[config.mk]
export PLATFORM = sky130hd
export DESIGN_NAME = pcc_pre
export DESIGN_NICKNAME = d
export VERILOG_FILES = /design/src/polar_cartesian_converter_defines.svh /design/src/pcc_pkg.sv /design/src/pcc_pre.sv
export SDC_FILE = /design/constraint.sdc
export NUM_CORES = 2
export LEC_CHECK = 0
export ABC_CLOCK_PERIOD_IN_PS = 5720
export BUFFER_PORTS_ARGS = -buffer_cell sky130_fd_sc_hd__buf_2
export CELL_PAD_IN_SITES_DETAIL_PLACEMENT = 1
export CELL_PAD_IN_SITES_GLOBAL_PLACEMENT = 2
export CORE_AREA = 2 2 282 284
export CTS_CLUSTER_SIZE = 8
export DETAILED_ROUTE_END_ITERATION = 12
export DIE_AREA = 0 0 284 286
export PLACE_DENSITY_LB_ADDON = 0.1
export SLEW_MARGIN = 20
export SYNTH_ARGS = -nofsm -noshare
export SYNTH_HDL_FRONTEND = slang
export SYNTH_SLANG_ARGS = --single-unit
export TNS_END_PERCENT = 10
[constraint.sdc]
create_clock -name clk_i -period 5.72 [get_ports clk_i]
set_input_delay 0.286 -clock clk_i [delete_from_list [all_inputs] [get_ports clk_i]]
set_output_delay 0.286 -clock clk_i [all_outputs]
set_load 0.01 [all_outputs]
[src/polar_cartesian_converter_defines.svh]
// Assertion macros shared by the polar/cartesian converter RTL.
`ifndef POLAR_CARTESIAN_CONVERTER_DEFINES_SVH
`define POLAR_CARTESIAN_CONVERTER_DEFINES_SVH

// Same-cycle implication, disabled while reset is asserted.
`define PCC_ASSERT_IMPL(lbl, clk, rst_n, ante, cons, msg) \
  lbl: assert property (@(posedge clk) disable iff (!rst_n) (ante) |-> (cons)) \
    else $error(msg);

// Next-cycle implication, disabled while reset is asserted.
`define PCC_ASSERT_NEXT(lbl, clk, rst_n, ante, cons, msg) \
  lbl: assert property (@(posedge clk) disable iff (!rst_n) (ante) |=> (cons)) \
    else $error(msg);

`endif

[src/pcc_pkg.sv]
// Types, angle constants and CORDIC tables for the polar/cartesian converter.
package pcc_pkg;

  localparam int unsigned GUARD = 24;
  localparam int unsigned VEC_W = 58;
  localparam int unsigned ANG_W = 32;
  localparam int unsigned K_W   = 30;

  localparam logic signed [31:0] ANG_PI       = 32'sd843314857;
  localparam logic signed [31:0] ANG_HALF_PI  = 32'sd421657428;
  localparam logic signed [31:0] ANG_3HALF_PI = 32'sd1264972285;
  localparam logic signed [31:0] ANG_2PI      = 32'sd1686629713;
  localparam logic signed [31:0] ANG_2PI_M1   = 32'sd1686629712;
  localparam logic signed [31:0] LEN_MAX      = 32'sh7fff_ffff;

  typedef enum logic {
    OP_P2C = 1'b0,
    OP_C2P = 1'b1
  } pcc_op_e;

  typedef struct packed {
    pcc_op_e            op;
    logic signed [31:0] coord_a;
    logic signed [31:0] coord_b;
  } pcc_in_t;

  typedef struct packed {
    logic signed [31:0] result_a;
    logic signed [31:0] result_b;
    logic               range_error;
  } pcc_out_t;

  // Control that travels alongside the vector through the pipe.
  typedef struct packed {
    logic     vld;
    pcc_op_e  op;
    logic     frc;      // result already known, datapath ignored
    pcc_out_t frc_res;
    logic     xneg;
    logic     yneg;
  } pcc_ctl_t;

  typedef struct packed {
    logic signed [VEC_W-1:0] x;
    logic signed [VEC_W-1:0] y;
    logic signed [ANG_W-1:0] z;
  } pcc_vec_t;

  // round(atan(2^-i) * 2^28)
  function automatic logic signed [31:0] atan_lut(int unsigned idx);
    logic signed [31:0] v;
    case (idx)
      0:  v = 32'sd210828714;
      1:  v = 32'sd124459457;
      2:  v = 32'sd65760959;
      3:  v = 32'sd33381290;
      4:  v = 32'sd16755422;
      5:  v = 32'sd8385879;
      6:  v = 32'sd4193963;
      7:  v = 32'sd2097109;
      8:  v = 32'sd1048571;
      9:  v = 32'sd524287;
      10: v = 32'sd262144;
      11: v = 32'sd131072;
      12: v = 32'sd65536;
      13: v = 32'sd32768;
      14: v = 32'sd16384;
      15: v = 32'sd8192;
      16: v = 32'sd4096;
      17: v = 32'sd2048;
      18: v = 32'sd1024;
      19: v = 32'sd512;
      20: v = 32'sd256;
      21: v = 32'sd128;
      22: v = 32'sd64;
      23: v = 32'sd32;
      24: v = 32'sd16;
      25: v = 32'sd8;
      26: v = 32'sd4;
      27: v = 32'sd2;
      28: v = 32'sd1;
      default: v = 32'sd0;
    endcase
    return v;
  endfunction

  // CORDIC gain in Q30 for a given number of micro-rotations
  function automatic logic [K_W-1:0] gain_q30(int unsigned steps);
    int unsigned n;
    logic [63:0] tail;
    n = steps;
    if (n < 1) n = 1;
    if (n > 30) n = 30;
    tail = (64'd434688583 + (64'd1 << (2 * n - 1))) >> (2 * n);
    return K_W'(64'd652032874 + tail);
  endfunction

endpackage

[src/pcc_pre.sv]
// Front end: range check, axis cases, angle fold, gain prescale, start vector.
module pcc_pre #(
  parameter int unsigned STEPS = 24
) (
  input  logic               clk_i,
  input  logic               rst_ni,
  input  logic               start_i,
  input  pcc_pkg::pcc_in_t   cmd_i,
  output pcc_pkg::pcc_ctl_t  ctl_o,
  output pcc_pkg::pcc_vec_t  vec_o
);

  localparam logic [pcc_pkg::K_W-1:0] GAIN = pcc_pkg::gain_q30(STEPS);
  localparam int unsigned VW = pcc_pkg::VEC_W;
  localparam int unsigned GD = pcc_pkg::GUARD;

  logic signed [31:0] a, b, zf;
  logic signed [32:0] xs, ys, xa, ya, m, mag33;
  logic               is_c2p, err, axis, neg;
  pcc_pkg::pcc_out_t  fr;
  logic [60:0]        prod_d;

  pcc_pkg::pcc_ctl_t       ctl1_d, ctl1_q;
  logic [60:0]             prod_q;
  logic                    neg1_q;
  logic signed [31:0]      z1_q;
  logic signed [VW-1:0]    xv1_d, yv1_d, xv1_q, yv1_q;

  logic [61:0]             rnd;
  logic [30:0]             xr;
  logic signed [VW-1:0]    x0;
  pcc_pkg::pcc_vec_t       vec2_d, vec2_q;
  pcc_pkg::pcc_ctl_t       ctl2_q;

  // stage 1
  always_comb begin
    a      = cmd_i.coord_a;
    b      = cmd_i.coord_b;
    is_c2p = (cmd_i.op == pcc_pkg::OP_C2P);
    err    = !is_c2p && (a < 0 || b < 0 || b > pcc_pkg::ANG_2PI);

    // fold theta into [-pi/2, pi/2]; removing pi negates the start vector
    zf  = b;
    neg = 1'b0;
    if (zf > pcc_pkg::ANG_PI) zf = zf - pcc_pkg::ANG_2PI;
    if (zf > pcc_pkg::ANG_HALF_PI) begin
      zf  = zf - pcc_pkg::ANG_PI;
      neg = 1'b1;
    end else if (zf < -pcc_pkg::ANG_HALF_PI) begin
      zf  = zf + pcc_pkg::ANG_PI;
      neg = 1'b1;
    end

    // vectoring start: mirror into the right half plane
    xs = {a[31], a};
    ys = {b[31], b};
    xa = a[31] ? -xs : xs;
    ya = a[31] ? -ys : ys;
    xv1_d = {{(VW-33-GD){xa[32]}}, xa, {GD{1'b0}}};
    yv1_d = {{(VW-33-GD){ya[32]}}, ya, {GD{1'b0}}};

    // on an axis the answer is exact
    axis  = is_c2p && (a == 0 || b == 0);
    m     = (a == 0) ? ys : xs;
    mag33 = m[32] ? -m : m;
    if (err) begin
      fr.result_a    = '0;
      fr.result_b    = '0;
      fr.range_error = 1'b1;
    end else begin
      fr.result_a    = mag33[31] ? pcc_pkg::LEN_MAX : mag33[31:0];
      if (a == 0) fr.result_b = b[31] ? pcc_pkg::ANG_3HALF_PI : pcc_pkg::ANG_HALF_PI;
      else        fr.result_b = a[31] ? pcc_pkg::ANG_PI : '0;
      fr.range_error = 1'b0;
    end

    ctl1_d.vld     = start_i;
    ctl1_d.op      = cmd_i.op;
    ctl1_d.frc     = err || axis;
    ctl1_d.frc_res = fr;
    ctl1_d.xneg    = a[31];
    ctl1_d.yneg    = b[31];

    prod_d = 61'(a[30:0]) * 61'(GAIN);
  end

  always_ff @(posedge clk_i or negedge rst_ni) begin
    if (!rst_ni) begin
      ctl1_q <= '0;
    end else begin
      ctl1_q <= ctl1_d;
    end
  end

  always_ff @(posedge clk_i) begin
    prod_q <= prod_d;
    neg1_q <= neg;
    z1_q   <= zf;
    xv1_q  <= xv1_d;
    yv1_q  <= yv1_d;
  end

  // stage 2: round the prescaled radius and place it above the guard bits
  always_comb begin
    rnd = 62'(prod_q) + (62'd1 << 29);
    xr  = rnd[60:30];
    x0  = {{(VW-31-GD){1'b0}}, xr, {GD{1'b0}}};
    if (ctl1_q.op == pcc_pkg::OP_P2C) begin
      vec2_d.x = neg1_q ? -x0 : x0;
      vec2_d.y = '0;
      vec2_d.z = z1_q;
    end else begin
      vec2_d.x = xv1_q;
      vec2_d.y = yv1_q;
      vec2_d.z = '0;
    end
  end

  always_ff @(posedge clk_i or negedge rst_ni) begin
    if (!rst_ni) begin
      ctl2_q <= '0;
    end else begin
      ctl2_q <= ctl1_q;
    end
  end

  always_ff @(posedge clk_i) begin
    vec2_q <= vec2_d;
  end

  assign ctl_o = ctl2_q;
  assign vec_o = vec2_q;

endmodule

==> reports/metrics.yaml <==
outcome: "finished, violations left"
violations: "negative setup slack"
vias: 26800
via_per_inst: 5.26
yosysWarnings: 0
antenna_left: 0
synth.avg_cell_area_sq_um: 9.66
synthFlopType: "dfxtp_1"
grt_setup_unrepaired: "true"
synth_area_leaders: "fa_1, ha_1, dfxtp_1"
synthXorXnorAreaFrac_pct: 6.47
dp_hpwl_mm: 105
finalNetCount: 4926
hp-class: "input port to register"
drc: 0
setup_viol: 32
grt_pass1_vias: 29600
min_period_ns: 6.76
fmax_ghz: 0.148
coreArea_sq_um: 78400
overflow: 0
maxSlewViolCount: 0
path_buf_inv: 8
syn_inst: 3446
syn_area_sq_um: 33300
final_cell_mix: "inv_1, buf_4, fa_1"
cp_slowest_cell: "fa_2"
synth_edf_count: 0
die_x_microns: 284
dp_slack_ns: -1.98
slew-limit-headroom_pct: 20.8
end_kind: "register"
fin_skew_ns: 0.0219
synthMuxAreaShare_pct: 1.22
wl_mm: 124
antenna_found_initial: 3
cts_tree: "yes"
wl_per_cell_microns: 24.3
synthAdderAreaFrac_pct: 41.1
htree_num_levels: 2
dieArea_sq_um: 81200
worst_slew_pin_slew_ns: 1.18
cts.clk_slew.worst_paths_ns: 0.05
grt_pass1_wl_mm: 188
synth_seq_cells: 318
final_common_cell: "inv_1"
grt_start_max_net_pins: 70
place_inst: 4988
dr.pass1.iters: 5
cp_max_fo: 6
finalCritPeriodShare_pct: 118
worstSetupPathType: "input port to register"
cts_root_buf: "clkbuf_16"
clock_sinks: 318
fp.dieH_microns: 286
start_util_pct: 42.5
clockBufferDepth: 3
drv_cap: 0
grt_use_total_pct: 30.7
layout-area-overhead-vs-synth_pct: 21.6
async_flop_share_pct: 27.7
drtIter0Drc: 1311
fin_cells: 5105
synth.distinct_cells: 98
io_pins: 286
synth_simple_gate_area_share_pct: 10.9
nFillCells: 8957
io_buffers: 230
setup_slack_ns: -1.04
gp_congestion: 1.02
synth_area_leader_cell: "fa_1"
crit_arrival_ns: 7.23
numCtsBuffers: 46
clkLatencyLatePin_ns: 0.58
crit_top_cell: "fa_1"
crit_family: "adder cells"
drive_above_1_share_pct: 22.4
synth_top_family_by_area: "adder cells"
yosys.area.top_type_share_pct: 26.5
finalHoldViolCount: 0
synth_compound_area_share_pct: 9.67
yosysSeqAreaShare_pct: 20.5
rows: 103
max_stage_delay_ns: 0.56
crit_required_ns: 6.19
crit_path_start_kind: "input port"
Yosys cell counts, drive strengths merged, types with 21 or more instances:
cell / number
a31oi: 31
o21ai: 135
a21oi: 122
mux2i: 35
and3: 33
xor2: 62
inv: 614
buf: 107
nand3: 61
xnor2: 184
dfrtp: 88
or3: 21
nor3: 59
nor2b: 52
fa: 441
nand2: 178
a21o: 32
ha: 387
nand4: 33
nor4: 22
dfxtp: 230
nor2: 138
and2: 47
clkbuf: 88
sequential cells by signal, indices dropped and copies added (netlist names):
register and cells:
ctl1_q 44, ctl_o 44, neg1_q 1, prod_q 33, vec_o 99, xv1_q 32, yv1_q 33, z1_q 32
metrics by stage:
| stage | util, % | TNS, ns | instance area, sq um | hold slack, ns |
|---|---|---|---|---|
| after floorplan | - | -16.97 | 33600 | -0.00959 |
| after global placement | 48.6 | -46.88 | 38100 | 0.238 |
| after detailed placement | 48.6 | -50.18 | 38100 | 0.245 |
| after CTS | 51.1 | -23.96 | 40000 | 0.0325 |
| after global routing | 51.6 | -27.51 | 40500 | 0.0711 |
| final | 51.6 | -21.22 | 40500 | 0.0787 |
layer usage:
layer	part of all wire, %	up-vias	global-route usage [%]
li1	-	12200	-
met1	44	13700	41.0
met2	49	737	52.8
met3	4.3	178	3.17
met4	3.1	2	9.01
met5	0.010	-	0
final cells by class:
type	count	area [sq um]	area share, %
flip-flops and latches	318	6810	16.8
repair buffers	677	4710	11.6
multi-input cells	2368	23900	59.2
well taps	1050	1310	3.25
clock inverters	4	63.8	0.158
inverters	619	2370	5.85
diodes	2	5.00	0.0124
clock buffers	67	1250	3.09
worst paths after layout:
path	depth (start not counted)	from	slack (ns)	endpoint
max reg2reg	12	prod_q[32]	1.49	vec_o[142]
min in group asynchronous	2	rst_ni	0.25	ctl_o[60]
max in group asynchronous	3	rst_ni	4.25	ctl_o[0]
min reg2reg	0	ctl1_q[43]	0.34	ctl_o[43]
max	30	cmd_i[40]	-1.04	prod_q[60]
min	2	cmd_i[0]	0.08	yv1_q[24]
cells by family after synthesis:
kind of cell / count (synthesis)
AO/OA/AOI/OAI: 490
XOR/XNOR: 246
adder cells (fa/ha/maj): 828
buffers and inverters: 814
flip-flops: 318
multiplexers: 40
other: 1
AND/OR/NAND/NOR: 709
repair_timing:
action / CTS / global route
gates resized for setup: 88 / 63
pin swaps: 59 / 51
endpoints found under the hold margin: 31 / 0
hold buffers: 4 / 0
endpoints found under the setup margin: 32 / 32
buffers inserted: 23 / 18
Power is left out: the tool's default activity adds up to more than one toggle a clock period on the data nets, which glitch-free logic cannot reach.
