==> src/polar_cartesian_converter_defines.svh <==
// Assertion macros shared by the polar/cartesian converter RTL.
`ifndef POLAR_CARTESIAN_CONVERTER_DEFINES_SVH
`define POLAR_CARTESIAN_CONVERTER_DEFINES_SVH

// Same-cycle implication, disabled while reset is asserted.
`define PCC_ASSERT_IMPL(lbl, clk, rst_n, ante, cons, msg) \
  lbl: assert property (@(posedge clk) disable iff (!rst_n) (ante) |-> (cons)) \
    else $error(msg);

// Next-cycle implication, disabled while reset is asserted.
`define PCC_ASSERT_NEXT(lbl, clk, rst_n, ante, cons, msg) \
  lbl: assert property (@(posedge clk) disable iff (!rst_n) (ante) |=> (cons)) \
    else $error(msg);

`endif

==> src/pcc_pkg.sv <==
// Types, angle constants and CORDIC tables for the polar/cartesian converter.
package pcc_pkg;

  localparam int unsigned GUARD = 24;
  localparam int unsigned VEC_W = 58;
  localparam int unsigned ANG_W = 32;
  localparam int unsigned K_W   = 30;

  localparam logic signed [31:0] ANG_PI       = 32'sd843314857;
  localparam logic signed [31:0] ANG_HALF_PI  = 32'sd421657428;
  localparam logic signed [31:0] ANG_3HALF_PI = 32'sd1264972285;
  localparam logic signed [31:0] ANG_2PI      = 32'sd1686629713;
  localparam logic signed [31:0] ANG_2PI_M1   = 32'sd1686629712;
  localparam logic signed [31:0] LEN_MAX      = 32'sh7fff_ffff;

  typedef enum logic {
    OP_P2C = 1'b0,
    OP_C2P = 1'b1
  } pcc_op_e;

  typedef struct packed {
    pcc_op_e            op;
    logic signed [31:0] coord_a;
    logic signed [31:0] coord_b;
  } pcc_in_t;

  typedef struct packed {
    logic signed [31:0] result_a;
    logic signed [31:0] result_b;
    logic               range_error;
  } pcc_out_t;

  // Control that travels alongside the vector through the pipe.
  typedef struct packed {
    logic     vld;
    pcc_op_e  op;
    logic     frc;      // result already known, datapath ignored
    pcc_out_t frc_res;
    logic     xneg;
    logic     yneg;
  } pcc_ctl_t;

  typedef struct packed {
    logic signed [VEC_W-1:0] x;
    logic signed [VEC_W-1:0] y;
    logic signed [ANG_W-1:0] z;
  } pcc_vec_t;

  // round(atan(2^-i) * 2^28)
  function automatic logic signed [31:0] atan_lut(int unsigned idx);
    logic signed [31:0] v;
    case (idx)
      0:  v = 32'sd210828714;
      1:  v = 32'sd124459457;
      2:  v = 32'sd65760959;
      3:  v = 32'sd33381290;
      4:  v = 32'sd16755422;
      5:  v = 32'sd8385879;
      6:  v = 32'sd4193963;
      7:  v = 32'sd2097109;
      8:  v = 32'sd1048571;
      9:  v = 32'sd524287;
      10: v = 32'sd262144;
      11: v = 32'sd131072;
      12: v = 32'sd65536;
      13: v = 32'sd32768;
      14: v = 32'sd16384;
      15: v = 32'sd8192;
      16: v = 32'sd4096;
      17: v = 32'sd2048;
      18: v = 32'sd1024;
      19: v = 32'sd512;
      20: v = 32'sd256;
      21: v = 32'sd128;
      22: v = 32'sd64;
      23: v = 32'sd32;
      24: v = 32'sd16;
      25: v = 32'sd8;
      26: v = 32'sd4;
      27: v = 32'sd2;
      28: v = 32'sd1;
      default: v = 32'sd0;
    endcase
    return v;
  endfunction

  // CORDIC gain in Q30 for a given number of micro-rotations
  function automatic logic [K_W-1:0] gain_q30(int unsigned steps);
    int unsigned n;
    logic [63:0] tail;
    n = steps;
    if (n < 1) n = 1;
    if (n > 30) n = 30;
    tail = (64'd434688583 + (64'd1 << (2 * n - 1))) >> (2 * n);
    return K_W'(64'd652032874 + tail);
  endfunction

endpackage

==> src/pcc_post.sv <==
// Back end: rounding, gain correction of r, quadrant fix of theta, output register.
`include "polar_cartesian_converter_defines.svh"

module pcc_post #(
  parameter int unsigned STEPS = 24
) (
  input  logic              clk_i,
  input  logic              rst_ni,
  input  pcc_pkg::pcc_ctl_t ctl_i,
  input  pcc_pkg::pcc_vec_t vec_i,
  output logic              done_o,
  output pcc_pkg::pcc_out_t res_o
);

  localparam int unsigned KW   = pcc_pkg::K_W;
  localparam int unsigned GD   = pcc_pkg::GUARD;
  localparam int unsigned VW   = pcc_pkg::VEC_W;
  localparam int unsigned UX_W = VW - 1;
  localparam int unsigned HI_W = UX_W - GD + KW;
  localparam int unsigned LO_W = GD + KW;
  localparam int unsigned SW   = VW - GD;
  localparam logic [KW-1:0] GAIN = pcc_pkg::gain_q30(STEPS);

  logic signed [VW-1:0]  x, y, xr, yr;
  logic signed [SW-1:0]  xs, ys;
  logic [UX_W-1:0]       ux;
  logic signed [32:0]    zs, th_d;
  logic [31:0]           cx_d, cy_d;
  logic [HI_W-1:0]       hi_d;
  logic [LO_W-1:0]       lo_d;

  pcc_pkg::pcc_ctl_t     ctla_q;
  logic [31:0]           cx_q, cy_q;
  logic [HI_W-1:0]       hi_q;
  logic [LO_W-1:0]       lo_q;
  logic signed [32:0]    th_q;

  logic [HI_W:0]         p, pr;
  logic [HI_W-30:0]      r_w;
  logic [31:0]           r_sat;
  logic signed [32:0]    lo_b, hi_b, th_c;
  pcc_pkg::pcc_out_t     res_d, res_q;
  logic                  done_q;
  pcc_pkg::pcc_op_e      op_q;

  // stage A
  always_comb begin
    x  = vec_i.x;
    y  = vec_i.y;
    xr = x + (VW'(1) <<< (GD - 1));
    yr = y + (VW'(1) <<< (GD - 1));
    xs = xr[VW-1:GD];
    ys = yr[VW-1:GD];
    // saturate the rounded rotation outputs to 32 bits
    if (xs[SW-1:31] != {(SW-31){xs[SW-1]}}) cx_d = xs[SW-1] ? 32'h8000_0000 : 32'h7fff_ffff;
    else                                     cx_d = xs[31:0];
    if (ys[SW-1:31] != {(SW-31){ys[SW-1]}}) cy_d = ys[SW-1] ? 32'h8000_0000 : 32'h7fff_ffff;
    else                                     cy_d = ys[31:0];

    ux   = x[VW-1] ? '0 : x[UX_W-1:0];
    hi_d = HI_W'(ux[UX_W-1:GD]) * HI_W'(GAIN);
    lo_d = LO_W'(ux[GD-1:0]) * LO_W'(GAIN);

    zs = {vec_i.z[31], vec_i.z};
    if (ctl_i.xneg)  th_d = zs + {1'b0, pcc_pkg::ANG_PI};
    else if (zs < 0) th_d = zs + {1'b0, pcc_pkg::ANG_2PI};
    else             th_d = zs;
  end

  always_ff @(posedge clk_i or negedge rst_ni) begin
    if (!rst_ni) begin
      ctla_q <= '0;
    end else begin
      ctla_q <= ctl_i;
    end
  end

  always_ff @(posedge clk_i) begin
    cx_q <= cx_d;
    cy_q <= cy_d;
    hi_q <= hi_d;
    lo_q <= lo_d;
    th_q <= th_d;
  end

  // stage B
  always_comb begin
    p     = (HI_W+1)'(hi_q) + (HI_W+1)'(lo_q[LO_W-1:GD]);
    pr    = p + ((HI_W+1)'(1) << 29);
    r_w   = pr[HI_W:30];
    r_sat = (|r_w[HI_W-30:31]) ? 32'h7fff_ffff : r_w[31:0];

    // keep theta inside the quadrant given by the input signs
    if (!ctla_q.xneg && !ctla_q.yneg) begin
      lo_b = '0;
      hi_b = {1'b0, pcc_pkg::ANG_HALF_PI};
    end else if (ctla_q.xneg && !ctla_q.yneg) begin
      lo_b = {1'b0, pcc_pkg::ANG_HALF_PI};
      hi_b = {1'b0, pcc_pkg::ANG_PI};
    end else if (ctla_q.xneg) begin
      lo_b = {1'b0, pcc_pkg::ANG_PI};
      hi_b = {1'b0, pcc_pkg::ANG_3HALF_PI};
    end else begin
      lo_b = {1'b0, pcc_pkg::ANG_3HALF_PI};
      hi_b = {1'b0, pcc_pkg::ANG_2PI_M1};
    end
    th_c = th_q;
    if (th_c < lo_b) th_c = lo_b;
    if (th_c > hi_b) th_c = hi_b;

    if (ctla_q.frc) begin
      res_d = ctla_q.frc_res;
    end else if (ctla_q.op == pcc_pkg::OP_P2C) begin
      res_d.result_a    = cx_q;
      res_d.result_b    = cy_q;
      res_d.range_error = 1'b0;
    end else begin
      res_d.result_a    = r_sat;
      res_d.result_b    = th_c[31:0];
      res_d.range_error = 1'b0;
    end
  end

  always_ff @(posedge clk_i or negedge rst_ni) begin
    if (!rst_ni) begin
      done_q <= 1'b0;
    end else begin
      done_q <= ctla_q.vld;
    end
  end

  always_ff @(posedge clk_i) begin
    res_q <= res_d;
    op_q  <= ctla_q.op;
  end

  assign done_o = done_q;
  assign res_o  = res_q;

  `PCC_ASSERT_IMPL(a_polar_out_range, clk_i, rst_ni, done_q && op_q == pcc_pkg::OP_C2P, !res_q.result_a[31] && !res_q.result_b[31] && res_q.result_b < pcc_pkg::ANG_2PI, "cartesian to polar result out of range")
  `PCC_ASSERT_IMPL(a_err_zero, clk_i, rst_ni, done_q && res_q.range_error, op_q == pcc_pkg::OP_P2C && res_q.result_a == 0 && res_q.result_b == 0, "range error with non-zero result")
  `PCC_ASSERT_NEXT(a_err_forced, clk_i, rst_ni, ctla_q.vld && ctla_q.frc && ctla_q.frc_res.range_error, done_q && res_q.range_error, "range error transaction lost its flag")

endmodule
==> config.mk <==
export PLATFORM = sky130hd
export DESIGN_NAME = pcc_post
export DESIGN_NICKNAME = d
export VERILOG_FILES = /design/src/pcc_pkg.sv /design/src/pcc_post.sv
export VERILOG_INCLUDE_DIRS = /design/src /design/src/src
export SDC_FILE = /design/constraint.sdc
export NUM_CORES = 2
export LEC_CHECK = 0
export ABC_AREA = 1
export BUFFER_PORTS_ARGS = -buffer_cell sky130_fd_sc_hd__buf_2
export CORE_ASPECT_RATIO = 0.8
export CORE_MARGIN = 2
export CORE_UTILIZATION = 65
export CTS_BUF_LIST = sky130_fd_sc_hd__clkbuf_8 sky130_fd_sc_hd__clkbuf_16
export DETAILED_ROUTE_END_ITERATION = 7
export MAX_ROUTING_LAYER = met4
export PLACE_DENSITY = 0.93
export SLEW_MARGIN = 30
export SYNTH_ARGS = -nofsm -noshare
export SYNTH_HDL_FRONTEND = slang
export SYNTH_SLANG_ARGS = --single-unit
==> constraint.sdc <==
create_clock -name clk_i -period 15.2 [get_ports clk_i]
set_input_delay 0.76 -clock clk_i [delete_from_list [all_inputs] [get_ports clk_i]]
set_output_delay 0.76 -clock clk_i [all_outputs]
set_load 0.005 [all_outputs]
==> reports/results.txt <==
pre-CTS WS: 5890 ps
Arrival @ worst endpoint: 9510 ps
register area share after synthesis: 13.5%
multi-input combinational cell area: 37600 µm²
Fin. Hold Viols: 0
clk sinks: 324
placed instance count: 7537
clock root buffer: clkbuf_16
layout cells sized above 1: 6.22%
vias in the first global route: 43581
Reg2Reg Depth: 28
1st-pass router iterations: 6
Reg-to-Reg End: res_o[25]
CORE AREA: 77200 µm²
DRC violation count after routing: 0
largest net degree at the start of global routing: 77
GRT Total Usage: 43.8%
CP required: 15640 ps
# resized after CTS: 0
Final ANT Viol Nets: 0
crit start category: primary input
TritonCTS buffer count: 35
Yosys reg bits: 324
Max Clock Skew: 34.3 ps
commonest non-fill, non-tap cells in the layout: inv_1 (1610), nand2_1 (1036), fa_1 (766), ha_1 (691), nor2_1 (558)
Worst path max stage delay: 600 ps
placed wire-length estimate: 144 mm
hold buffers post-CTS: 0
top cell type's share of synthesized area: 30.2%
Worst path slowest cell: fa_1
Worst Hold Class: primary input to asynchronous set/reset pin
clock latency on the worst-skew pair: 580 ps
H-Tree Depth: 2
ranking of synthesized cells by area: fa_1 (30%), ha_1 (17%), inv_1 (12%)
grt ovf: 0
Setup WS post-layout: 6130 ps
WL per Instance: 22.1 µm
TNS Setup: 0 ps
syn avg cell area: 8.07 µm²
Max Cap Viol: 0
Syn Nets: 7966
Syn-to-layout area delta: 7.36%
die width: 316 µm
reg2reg setup slack: 7480 ps
most common cell after layout, fill and taps aside: inv_1
Synth Warn #: 0
Final min period: 9070 ps
Worst-Margin Slew: 1120 ps
RSZ-0062 raised after global routing: no
Die Ht: 254 µm
critical path's most frequent cell: fa_1
FP Rows: 91
drt via density: 5.77
Post-Synthesis Cell Area: 50800 µm²
Critical Path Sink Type: flop
CTS tree: done
outcome: complete, no violations
final setup vio count: 0
crit path kind: primary input to flop
NumNets Final: 8228
CP Max Fanout: 39
fmax: 0.110 GHz
CTS clk-pin slew, worst paths: 70 ps
Mapped Cells: 6289
drt total wl: 168 mm
number of synthesized flops with an enable pin: 0
slew margin rel.: 24.9%
post-synth top area cell: fa_1
worst hold slack: 201 ps
Initial DRC Count: 5104
Final Max Slew Viols: 0
number of fill cells in the layout: 6188
vias post-DR: 43922
post-route insts no fill: 7608
DIE AREA: 80300 µm²
I/O Pins: 286
worst r2r src: ctla_q[1]
sequential cell area: 6850 µm²
Max clock buf depth: 3
Synth async-reset ratio: 21.9%
setup repair bufs after CTS: 0
post-synthesis cell type count: 58
Initial Util: 65.7%
fin crit share: 59.7%
ys flop type: dfxtp_1
first-pass GRT wire length: 255 mm
GPL Wtd Cong: 1.06
initial antenna violation count: 6
# port buffers: 262
==> routing by layer <==
layer / up-vias / share of wire [%] / track usage [%]
met4: 0 / 3.5 / 13.0
met1: 20967 / 42 / 62.0
met3: 430 / 15 / 15.8
met2: 2690 / 40 / 58.2
li1: 19835 / - / -
met5: - / 0 / -
==> cells in the mapped netlist (22+ instances only) <==
master and instances:
a21oi_1 221, ha_1 691, o21ai_0 159, nor2_1 564, nor3_1 72, o21bai_1 25, inv_1 1604, nand4_1 99
nor4_1 34, clkbuf_1 39, dfxtp_1 253, dfrtp_1 71, xor2_1 138, fa_1 766, a21o_1 22, xnor2_1 41
a31oi_1 32, nand3_1 245, nand2_1 1039
==> sequential cells by signal, summed over array words and instances, names as in the netlist <==
name    cells
ctla_q     70
hi_q       62
cx_q       32
cy_q       32
done_o      1
th_q       33
lo_q       29
res_o      65
==> cell families (layout without fill, tap and decap cells) <==
kind of cell,count (synthesis),in the layout,synth area share (%)
AND/OR/NAND/NOR,2114,2114,17.6
buffers and inverters,1680,1967,12.6
adder cells (fa/ha/maj),1457,1457,47.2
AO/OA/AOI/OAI,532,532,5.94
flip-flops,324,324,13.5
XOR/XNOR,181,181,3.15
multiplexers,1,1,0.0222
other,0,9,0
==> stage by stage <==
step	util, %	instance area, µm²
finish	70.6	54500
global route	70.6	54500
CTS	70.5	54500
detailed placement	69.0	53300
global placement	69.0	53300
floorplan	-	50800
==> critical path: cells and delay by family <==
family	cells	cell delay, ps
buf+inv	9	1410
xor+xnor	1	140
fa+ha+maj	9	4020
compound gates	1	130
simple gates	9	3000
==> worst max-delay path by stage <==
| stage | end | slack, ps | from |
|---|---|---|---|
| 6_report | hi_q[50] | 6130 | vec_i[147] |
| 5_1_grt | hi_q[54] | 5860 | vec_i[147] |
| 4_1_cts | hi_q[54] | 6470 | vec_i[147] |
| 3_5_place_dp | hi_q[54] | 5890 | vec_i[147] |
| 3_3_place_gp | hi_q[54] | 5980 | vec_i[147] |
| 2_1_floorplan | hi_q[50] | 7800 | vec_i[147] |
==> final cells by class <==
class	instances	share of cell area, %
Antenna cell	9	0.0413
Clock buffer	38	1.70
Clock inverter	24	0.450
Inverter	1609	11.1
Multi-Input combinational cell	4285	68.9
Sequential cell	324	12.6
Tap cell	1023	2.35
Timing Repair Buffer	296	2.89
Power is left out: the tool's default activity adds up to more than one toggle a clock period on the data nets, which glitch-free logic cannot reach.
