## src/polar_cartesian_converter_defines.svh

```systemverilog
// Assertion macros shared by the polar/cartesian converter RTL.
`ifndef POLAR_CARTESIAN_CONVERTER_DEFINES_SVH
`define POLAR_CARTESIAN_CONVERTER_DEFINES_SVH

// Same-cycle implication, disabled while reset is asserted.
`define PCC_ASSERT_IMPL(lbl, clk, rst_n, ante, cons, msg) \
  lbl: assert property (@(posedge clk) disable iff (!rst_n) (ante) |-> (cons)) \
    else $error(msg);

// Next-cycle implication, disabled while reset is asserted.
`define PCC_ASSERT_NEXT(lbl, clk, rst_n, ante, cons, msg) \
  lbl: assert property (@(posedge clk) disable iff (!rst_n) (ante) |=> (cons)) \
    else $error(msg);

`endif

```

## src/pcc_pkg.sv

```systemverilog
// Types, angle constants and CORDIC tables for the polar/cartesian converter.
package pcc_pkg;

  localparam int unsigned GUARD = 24;
  localparam int unsigned VEC_W = 58;
  localparam int unsigned ANG_W = 32;
  localparam int unsigned K_W   = 30;

  localparam logic signed [31:0] ANG_PI       = 32'sd843314857;
  localparam logic signed [31:0] ANG_HALF_PI  = 32'sd421657428;
  localparam logic signed [31:0] ANG_3HALF_PI = 32'sd1264972285;
  localparam logic signed [31:0] ANG_2PI      = 32'sd1686629713;
  localparam logic signed [31:0] ANG_2PI_M1   = 32'sd1686629712;
  localparam logic signed [31:0] LEN_MAX      = 32'sh7fff_ffff;

  typedef enum logic {
    OP_P2C = 1'b0,
    OP_C2P = 1'b1
  } pcc_op_e;

  typedef struct packed {
    pcc_op_e            op;
    logic signed [31:0] coord_a;
    logic signed [31:0] coord_b;
  } pcc_in_t;

  typedef struct packed {
    logic signed [31:0] result_a;
    logic signed [31:0] result_b;
    logic               range_error;
  } pcc_out_t;

  // Control that travels alongside the vector through the pipe.
  typedef struct packed {
    logic     vld;
    pcc_op_e  op;
    logic     frc;      // result already known, datapath ignored
    pcc_out_t frc_res;
    logic     xneg;
    logic     yneg;
  } pcc_ctl_t;

  typedef struct packed {
    logic signed [VEC_W-1:0] x;
    logic signed [VEC_W-1:0] y;
    logic signed [ANG_W-1:0] z;
  } pcc_vec_t;

  // round(atan(2^-i) * 2^28)
  function automatic logic signed [31:0] atan_lut(int unsigned idx);
    logic signed [31:0] v;
    case (idx)
      0:  v = 32'sd210828714;
      1:  v = 32'sd124459457;
      2:  v = 32'sd65760959;
      3:  v = 32'sd33381290;
      4:  v = 32'sd16755422;
      5:  v = 32'sd8385879;
      6:  v = 32'sd4193963;
      7:  v = 32'sd2097109;
      8:  v = 32'sd1048571;
      9:  v = 32'sd524287;
      10: v = 32'sd262144;
      11: v = 32'sd131072;
      12: v = 32'sd65536;
      13: v = 32'sd32768;
      14: v = 32'sd16384;
      15: v = 32'sd8192;
      16: v = 32'sd4096;
      17: v = 32'sd2048;
      18: v = 32'sd1024;
      19: v = 32'sd512;
      20: v = 32'sd256;
      21: v = 32'sd128;
      22: v = 32'sd64;
      23: v = 32'sd32;
      24: v = 32'sd16;
      25: v = 32'sd8;
      26: v = 32'sd4;
      27: v = 32'sd2;
      28: v = 32'sd1;
      default: v = 32'sd0;
    endcase
    return v;
  endfunction

  // CORDIC gain in Q30 for a given number of micro-rotations
  function automatic logic [K_W-1:0] gain_q30(int unsigned steps);
    int unsigned n;
    logic [63:0] tail;
    n = steps;
    if (n < 1) n = 1;
    if (n > 30) n = 30;
    tail = (64'd434688583 + (64'd1 << (2 * n - 1))) >> (2 * n);
    return K_W'(64'd652032874 + tail);
  endfunction

endpackage

```

## src/pcc_stage.sv

```systemverilog
// One registered CORDIC micro-rotation, rotation or vectoring by op.
module pcc_stage #(
  parameter int unsigned SHIFT = 0
) (
  input  logic              clk_i,
  input  logic              rst_ni,
  input  pcc_pkg::pcc_ctl_t ctl_i,
  input  pcc_pkg::pcc_vec_t vec_i,
  output pcc_pkg::pcc_ctl_t ctl_o,
  output pcc_pkg::pcc_vec_t vec_o
);

  localparam logic signed [31:0] ATAN = pcc_pkg::atan_lut(SHIFT);

  logic signed [pcc_pkg::VEC_W-1:0] x, y, dx, dy;
  logic signed [pcc_pkg::ANG_W-1:0] z;
  logic                             plus;
  pcc_pkg::pcc_vec_t                vec_d, vec_q;
  pcc_pkg::pcc_ctl_t                ctl_q;

  always_comb begin
    x  = vec_i.x;
    y  = vec_i.y;
    z  = vec_i.z;
    dx = y >>> SHIFT;
    dy = x >>> SHIFT;
    // rotation drives z to zero, vectoring drives y to zero
    plus = (ctl_i.op == pcc_pkg::OP_P2C) ? !z[pcc_pkg::ANG_W-1]
                                        : y[pcc_pkg::VEC_W-1];
    if (plus) begin
      vec_d.x = x - dx;
      vec_d.y = y + dy;
      vec_d.z = z - ATAN;
    end else begin
      vec_d.x = x + dx;
      vec_d.y = y - dy;
      vec_d.z = z + ATAN;
    end
  end

  always_ff @(posedge clk_i or negedge rst_ni) begin
    if (!rst_ni) begin
      ctl_q <= '0;
    end else begin
      ctl_q <= ctl_i;
    end
  end

  always_ff @(posedge clk_i) begin
    vec_q <= vec_d;
  end

  assign ctl_o = ctl_q;
  assign vec_o = vec_q;

endmodule

```

## config.mk

```make
export PLATFORM = sky130hd
export DESIGN_NAME = pcc_stage
export DESIGN_NICKNAME = d
export VERILOG_FILES = /design/src/polar_cartesian_converter_defines.svh /design/src/pcc_pkg.sv /design/src/pcc_stage.sv
export SDC_FILE = /design/constraint.sdc
export NUM_CORES = 1
export LEC_CHECK = 0
export BUFFER_PORTS_ARGS = -buffer_cell sky130_fd_sc_hd__buf_4
export CAP_MARGIN = 20
export CORE_MARGIN = 1.5
export CORE_UTILIZATION = 38
export CTS_CLUSTER_SIZE = 30
export DETAILED_ROUTE_END_ITERATION = 6
export GPL_TIMING_DRIVEN = 0
export PLACE_DENSITY_LB_ADDON = 0.15
export SLEW_MARGIN = 20
export SYNTH_ARGS = -nofsm -noshare
export SYNTH_HDL_FRONTEND = slang
export SYNTH_SLANG_ARGS = --single-unit
```

## constraint.sdc

```tcl
create_clock -name clk_i -period 0.8 [get_ports clk_i]
set_clock_uncertainty 0.2 [all_clocks]
set_input_delay 0.04 -clock clk_i [delete_from_list [all_inputs] [get_ports clk_i]]
set_output_delay 0.04 -clock clk_i [all_outputs]
set_load 0.005 [all_outputs]
```

==> impl_metrics.toml, run 1 <==
[detailed_routing]
num_vias = 21200
wire_per_inst_um = 25.4
drtIter0Drc = 2000
ant_nets = 0
drc_errors = 0
wl_mm = 92.1
via_per_inst = 5.85
firstDrtPassIters = 5

[floorplanning]
io_pins = 438
die_w_um = 218
die_y_um = 218
dieArea_um2 = 47600
coreArea_um2 = 45600
start_util_pct = 38.6
fp-row-count = 78

[logic_synthesis]
synth.largest_area_cell = "dfxtp_1"
syn_area_um2 = 17600
yosys_warnings = 0
ys_seq_area_share_pct = 26.7
async_flop_share_pct = 32.3
ys_ff_latch = 217
synthesis.nets = 2683
synth_flop_cell = "dfxtp_1"
synth_edf_count = 0
synth_top_area_share_pct = 16.7
avgSynthCellArea_um2 = 7.80
synth_cells = 2258
synth.top_cells.by_area = "dfxtp_1, ha_1, dfrtp_1"
synth_cell_types = 83

[grt]
grtUsageTotal_pct = 36.2
antenna_found_initial = 6
grt_pass1_wl_mm = 130
grt-ovfl-total = 0
first_global_vias = 20800
grt_max_degree = 71

[layout]
final_util_pct = 66.0
finish.instance_area_um2 = 30100
drive_above_1_share_pct = 44.7
multi_input_area_um2 = 15600
layout.nets = 3423
syn_to_final_growth_pct = 70.8
regArea_um2 = 4700
num-fill-cells = 3780

[run_status]
violations = "negative hold slack, negative setup slack"
status = "complete, but fails checks"

[clocking]
cts_buffer_depth = 3
cts_tree = "yes"
cts_num_sinks = 217
clk_root_buffer_cell = "clkbuf_16"
clk_pin_slew_ns = 0.07
cts_buffers = 25
postCtsHoldBufs = 78
htreeDepth = 1

[sta]
setup_viol = 362
hold_ws_ns = -0.605
rsz0062_at_grt = "true"
tightest_slew_ns = 1.25
period_share_pct = 350
max_freq_mhz = 357
slew_violations = 0
fin_crit_ns = 2.80
finalHoldViolCount = 229
layout_setup_ws_ns = -2.00
relSlewSlack_pct = 16.6

[setup_path]
crit_fanout = 4
cp-start-kind = "input port"
required_ns = 1.10
end_kind = "flip-flop"
critPathArrivalTime_ns = 3.10
path_class = "in -> reg"

[placement]
placed_cell_area_um2 = 22900
io_buffers = 434
post-dp-hpwl_mm = 67.5
place_congestion = 0.981

[power]
powerDensity_nw_per_um2 = 1660
leakage_nw = 12.9
vdd_drop_max_uv = 1600

[hold_path]
hold_path_class = "in -> async"

[flow_run]
drv_cap = 0
-- area by class of cell --
type                            count  area share (%)
Inverter                          201            2.94
Buffer                             87            3.04
Multi-Input combinational cell   1733            52.0
Timing Repair Buffer              733            21.2
Clock buffer                       37            2.40
Antenna cell                        4          0.0333
Sequential cell                   217            15.6
Clock inverter                      9           0.270
Tap cell                          600            2.50
-- placed cells by master (no fill, tap or decap), drive strengths merged, types with 31 or more instances in the layout --
| cell | count |
|---|---|
| buf | 702 |
| a21oi | 294 |
| ha | 202 |
| nor2 | 195 |
| inv | 193 |
| o21ai | 148 |
| dfxtp | 147 |
| nand2 | 144 |
| xnor2 | 137 |
| dlygate4sd3 | 78 |
| clkbuf | 76 |
| dfrtp | 70 |
| o21bai | 52 |
| nand4 | 43 |
| nand3 | 38 |
| nor3 | 38 |
| o31ai | 36 |
| a31oi | 31 |
| nor4 | 31 |
-- path summary, 6_finish.rpt --
| path | startpoint | end | cells after the start |
|---|---|---|---|
| worst max-delay path | ctl_i[68] | vec_o[29]$_DFF_P_ | 20 |
| worst min-delay path | rst_ni | ctl_o[28]$_DFF_PN0_ | 1 |
| min in group clk_i | vec_i[1] | vec_o[2]$_DFF_P_ | 2 |
| max in group asynchronous | rst_ni | ctl_o[9]$_DFF_PN0_ | 1 |
-- where the power goes --
part | leakage (nW) | internal, mW | switching, mW | total (mW)
clock network | 0.396 | 6.56 | 4.85 | 11.4
registers | 2.06 | 13.0 | 0.725 | 13.7
logic | 10.5 | 11.5 | 13.4 | 24.8
total | 12.9 | 31.0 | 18.9 | 49.9
-- cell usage after synthesis (24+ instances only) --
cell type,instances
o211ai_1,25
dfxtp_1,147
o31ai_1,36
ha_1,202
a31oi_1,30
nand2_1,143
nor4_1,31
xnor2_1,137
clkbuf_1,55
nand3_1,38
dfrtp_1,70
nand4_1,43
buf_1,24
nor2b_1,24
a21oi_1,294
nor2_1,194
o21ai_0,140
a21o_1,29
o21bai_1,52
nor3_1,38
inv_1,196
-- critical path, stage by stage --
cell and delay (ns):
buf_8 0.08, nand2b_4 0.17, nand2_8 0.09, clkbuf_16 0.16
buf_12 0.12, clkbuf_16 0.13, clkbuf_16 0.14, xnor2_2 0.12
ha_2 0.23, o21ai_2 0.06, a31oi_2 0.24, o221ai_2 0.15
buf_4 0.18, o31ai_4 0.24, nand2_1 0.11, nand2_2 0.10
a21boi_2 0.08, o21ba_4 0.25, o41ai_4 0.22, xor2_1 0.17
-- per-stage QoR --
step	hold WS, ns	setup TNS (ns)	setup WS, ns	power (mW)	instances
after floorplan	-0.456	-208.97	-2.34	23.5	2258
after global placement	-0.0555	-355.18	-3.38	32.1	3292
after detailed placement	-0.0539	-355.93	-3.38	32.1	3292
after CTS	-0.574	-297.13	-1.98	47.3	3544
after global routing	-0.548	-315.78	-2.09	51.9	3620
final	-0.605	-305.17	-2.00	49.9	3621
-- sequential cells by signal, indices dropped and copies added, names as in the netlist --
name,flops
vec_o,147
ctl_o,70
-- routing by layer --
layer / GRT usage, % / routed length [um] / share of wire [%] / vias to the layer above
li1: - / - / - / 9495
met1: 44.3 / 35800 / 39 / 10300
met3: 6.12 / 7660 / 8.3 / 284
met2: 62.1 / 44100 / 48 / 1155
met4: 15.5 / 4530 / 4.9 / 4
met5: 0 / 31 / 0.034 / -
-- cells by family after synthesis --
| logic type | count (synthesis) | synth area share [%] |
|---|---|---|
| AO/OA/AOI/OAI | 774 | 27.6 |
| XOR/XNOR | 148 | 7.36 |
| adder cells (fa/ha/maj) | 207 | 14.8 |
| buffers and inverters | 308 | 6.83 |
| flip-flops | 217 | 26.7 |
| multiplexers | 22 | 1.25 |
| AND/OR/NAND/NOR | 582 | 15.6 |
-- repair_timing --
item                                    CTS  global route
cloned                                    1             0
endpoints found under the setup margin  362           362
setup buffers                           143            89
hold endpoints to repair                252           220
pin swaps                               231           227
gates resized for setup                 539           354
Note: power is estimated with default switching activity, not from simulation.
==> run 2, diff against run 1 <==
--- a/config.mk
+++ b/config.mk
@@ -13,6 +13,7 @@
 export DETAILED_ROUTE_END_ITERATION = 6
 export GPL_TIMING_DRIVEN = 0
 export PLACE_DENSITY_LB_ADDON = 0.15
+export REMOVE_ABC_BUFFERS = 1
 export SLEW_MARGIN = 20
 export SYNTH_ARGS = -nofsm -noshare
 export SYNTH_HDL_FRONTEND = slang
==> impl_metrics.toml, run 2 (same netlist as run 1, synthesis figures left out) <==
[run_status]
status = "complete, but fails checks"
violations = "negative hold slack, negative setup slack"

[sta]
period_share_pct = 344
fin_crit_ns = 2.75
slew_violations = 0
max_freq_mhz = 363
finalHoldViolCount = 254
relSlewSlack_pct = 30.4
rsz0062_at_grt = "true"
layout_setup_ws_ns = -1.95
setup_viol = 361
hold_ws_ns = -0.612
tightest_slew_ns = 1.03

[setup_path]
startpoint = "vec_i[90]"
required_ns = 1.02
critPathArrivalTime_ns = 2.98
cp-start-kind = "input port"
crit_path_end = "vec_o[88]$_DFF_P_"
end_kind = "flip-flop"
worstPathCellList = "buf_6, ha_4, fa_2, nor2b_4, o31a_1, o21a_4, and3_4, o311ai_4, buf_12, a2111oi_4, o211a_1, buf_4, a2bb2oi_1, a41o_1, nor4_4"
slowest_delay_ns = 0.44
path_class = "in -> reg"
crit_fanout = 4
slowest_stage = "a2111oi_4"

[floorplanning]
io_pins = 438
fp-row-count = 78
dieArea_um2 = 47600
die_w_um = 218
die_y_um = 218
start_util_pct = 38.6
coreArea_um2 = 45600

[placement]
placed_cells = 3190
place_congestion = 0.928
placed_cell_area_um2 = 21300
post-dp-hpwl_mm = 54.8
preCtsSetupSlack_ns = -4.03
io_buffers = 437

[clocking]
cts_tree = "yes"
cts_buffer_depth = 3
clk_root_buffer_cell = "clkbuf_16"
htreeDepth = 1
clk_pin_slew_ns = 0.06
cts_buffers = 27
cts_num_sinks = 217

[detailed_routing]
drtIter0Drc = 1853
via_per_inst = 5.83
num_vias = 21000
wire_per_inst_um = 22.8
wl_mm = 82.2
firstDrtPassIters = 7
drc_errors = 0
ant_nets = 0

[grt]
grt_pass1_wl_mm = 116
antenna_found_initial = 4
grtUsageTotal_pct = 31.0
grt-ovfl-total = 0
grt_max_degree = 82
first_global_vias = 19900

[hold_path]
hold_path_class = "in -> async"

[layout]
finish.instance_area_um2 = 29700
largest_reg_flops = 147
syn_to_final_growth_pct = 68.8
num-fill-cells = 3640
final_common_cell = "buf_4"
finalNonFillerCells = 3599
final_cell_mix = "buf_4, a21oi_1, nor2_1, inv_1, dfxtp_1"
final_util_pct = 65.2
layout.nets = 3401
drive_above_1_share_pct = 44.3

[power]
leakage_nw = 12.8
power.total_mw = 49.8
powerDensity_nw_per_um2 = 1680
vdd_drop_max_uv = 1640

[flow_run]
drv_cap = 0
## run 2: changes by cell type in the layout (fill, tap and decap cells not counted), moves of 10 or more
cell,before,now
ha_1,156,139
buf_2,10,0
clkinvlp_4,5,15
buf_6,125,90
a21oi_2,78,67
o21ai_0,68,79
buf_4,523,578
o21ai_1,27,16
clkbuf_1,19,4
## run 2: layout make-up
cell class / instances / area, um^2 / share of cell area [%]
antenna: 2 / 5.00 / 0.0168
clock buffer: 35 / 746 / 2.51
clock inverter: 15 / 119 / 0.400
inverter: 201 / 880 / 2.96
multi-input combinational: 1736 / 15600 / 52.4
sequential: 217 / 4700 / 15.8
tap: 600 / 751 / 2.52
timing repair buffer: 790 / 6900 / 23.2
timing repair inverter: 3 / 33.8 / 0.114
## run 2: report_power, final
| group | internal [mW] | switching, mW |
|---|---|---|
| Clock | 6.90 | 5.15 |
| Combinational | 11.4 | 12.7 |
| Sequential | 13.0 | 0.698 |
## run 2: per-stage QoR
step           setup TNS, ns  hold WS, ns
2_1_floorplan        -421.48       -0.456
3_3_place_gp         -738.53      -0.0535
3_5_place_dp         -386.46      -0.0525
4_1_cts              -280.46       -0.600
5_1_grt              -303.37       -0.547
6_report             -291.68       -0.612
## run 2: what timing repair did
action,4_1_cts,5_1_grt
cloned,6,3
hold endpoints to repair,265,253
gates resized for setup,517,484
pin swaps,160,269
hold buffers,80,1
endpoints found under the setup margin,362,361
buffers inserted,147,147
## run 2: how the worst min path moves through the flow
| stage | from | end | slack [ns] | cells past startpoint |
|---|---|---|---|---|
| 4_1_cts | rst_ni | ctl_o[20]$_DFF_PN0_ | -0.60 | 1 |
| 3_3_place_gp | vec_i[0] | vec_o[0]$_DFF_P_ | -0.05 | 1 |
| 6_report | rst_ni | ctl_o[23]$_DFF_PN0_ | -0.61 | 1 |
| 5_1_grt | rst_ni | ctl_o[23]$_DFF_PN0_ | -0.55 | 1 |
| 2_1_floorplan | rst_ni | ctl_o[0]$_DFF_PN0_ | -0.46 | 0 |
| 3_5_place_dp | vec_i[0] | vec_o[0]$_DFF_P_ | -0.05 | 1 |
## run 2: routing by layer
layer	global-route usage, %	part of all wire [%]	vias to the layer above
met2	52.9	47	1130
met3	4.38	7.3	277
met4	12.2	4.7	4
met5	0	0.033	-
li1	-	-	9461
met1	39.1	41	10100
## run 2: worst max-delay path, delay by kind of cell
kind	cells	cell delay, ns
simple gates	3	0.42
compound gates	7	1.55
fa+ha+maj	2	0.57
buf+inv	3	0.39
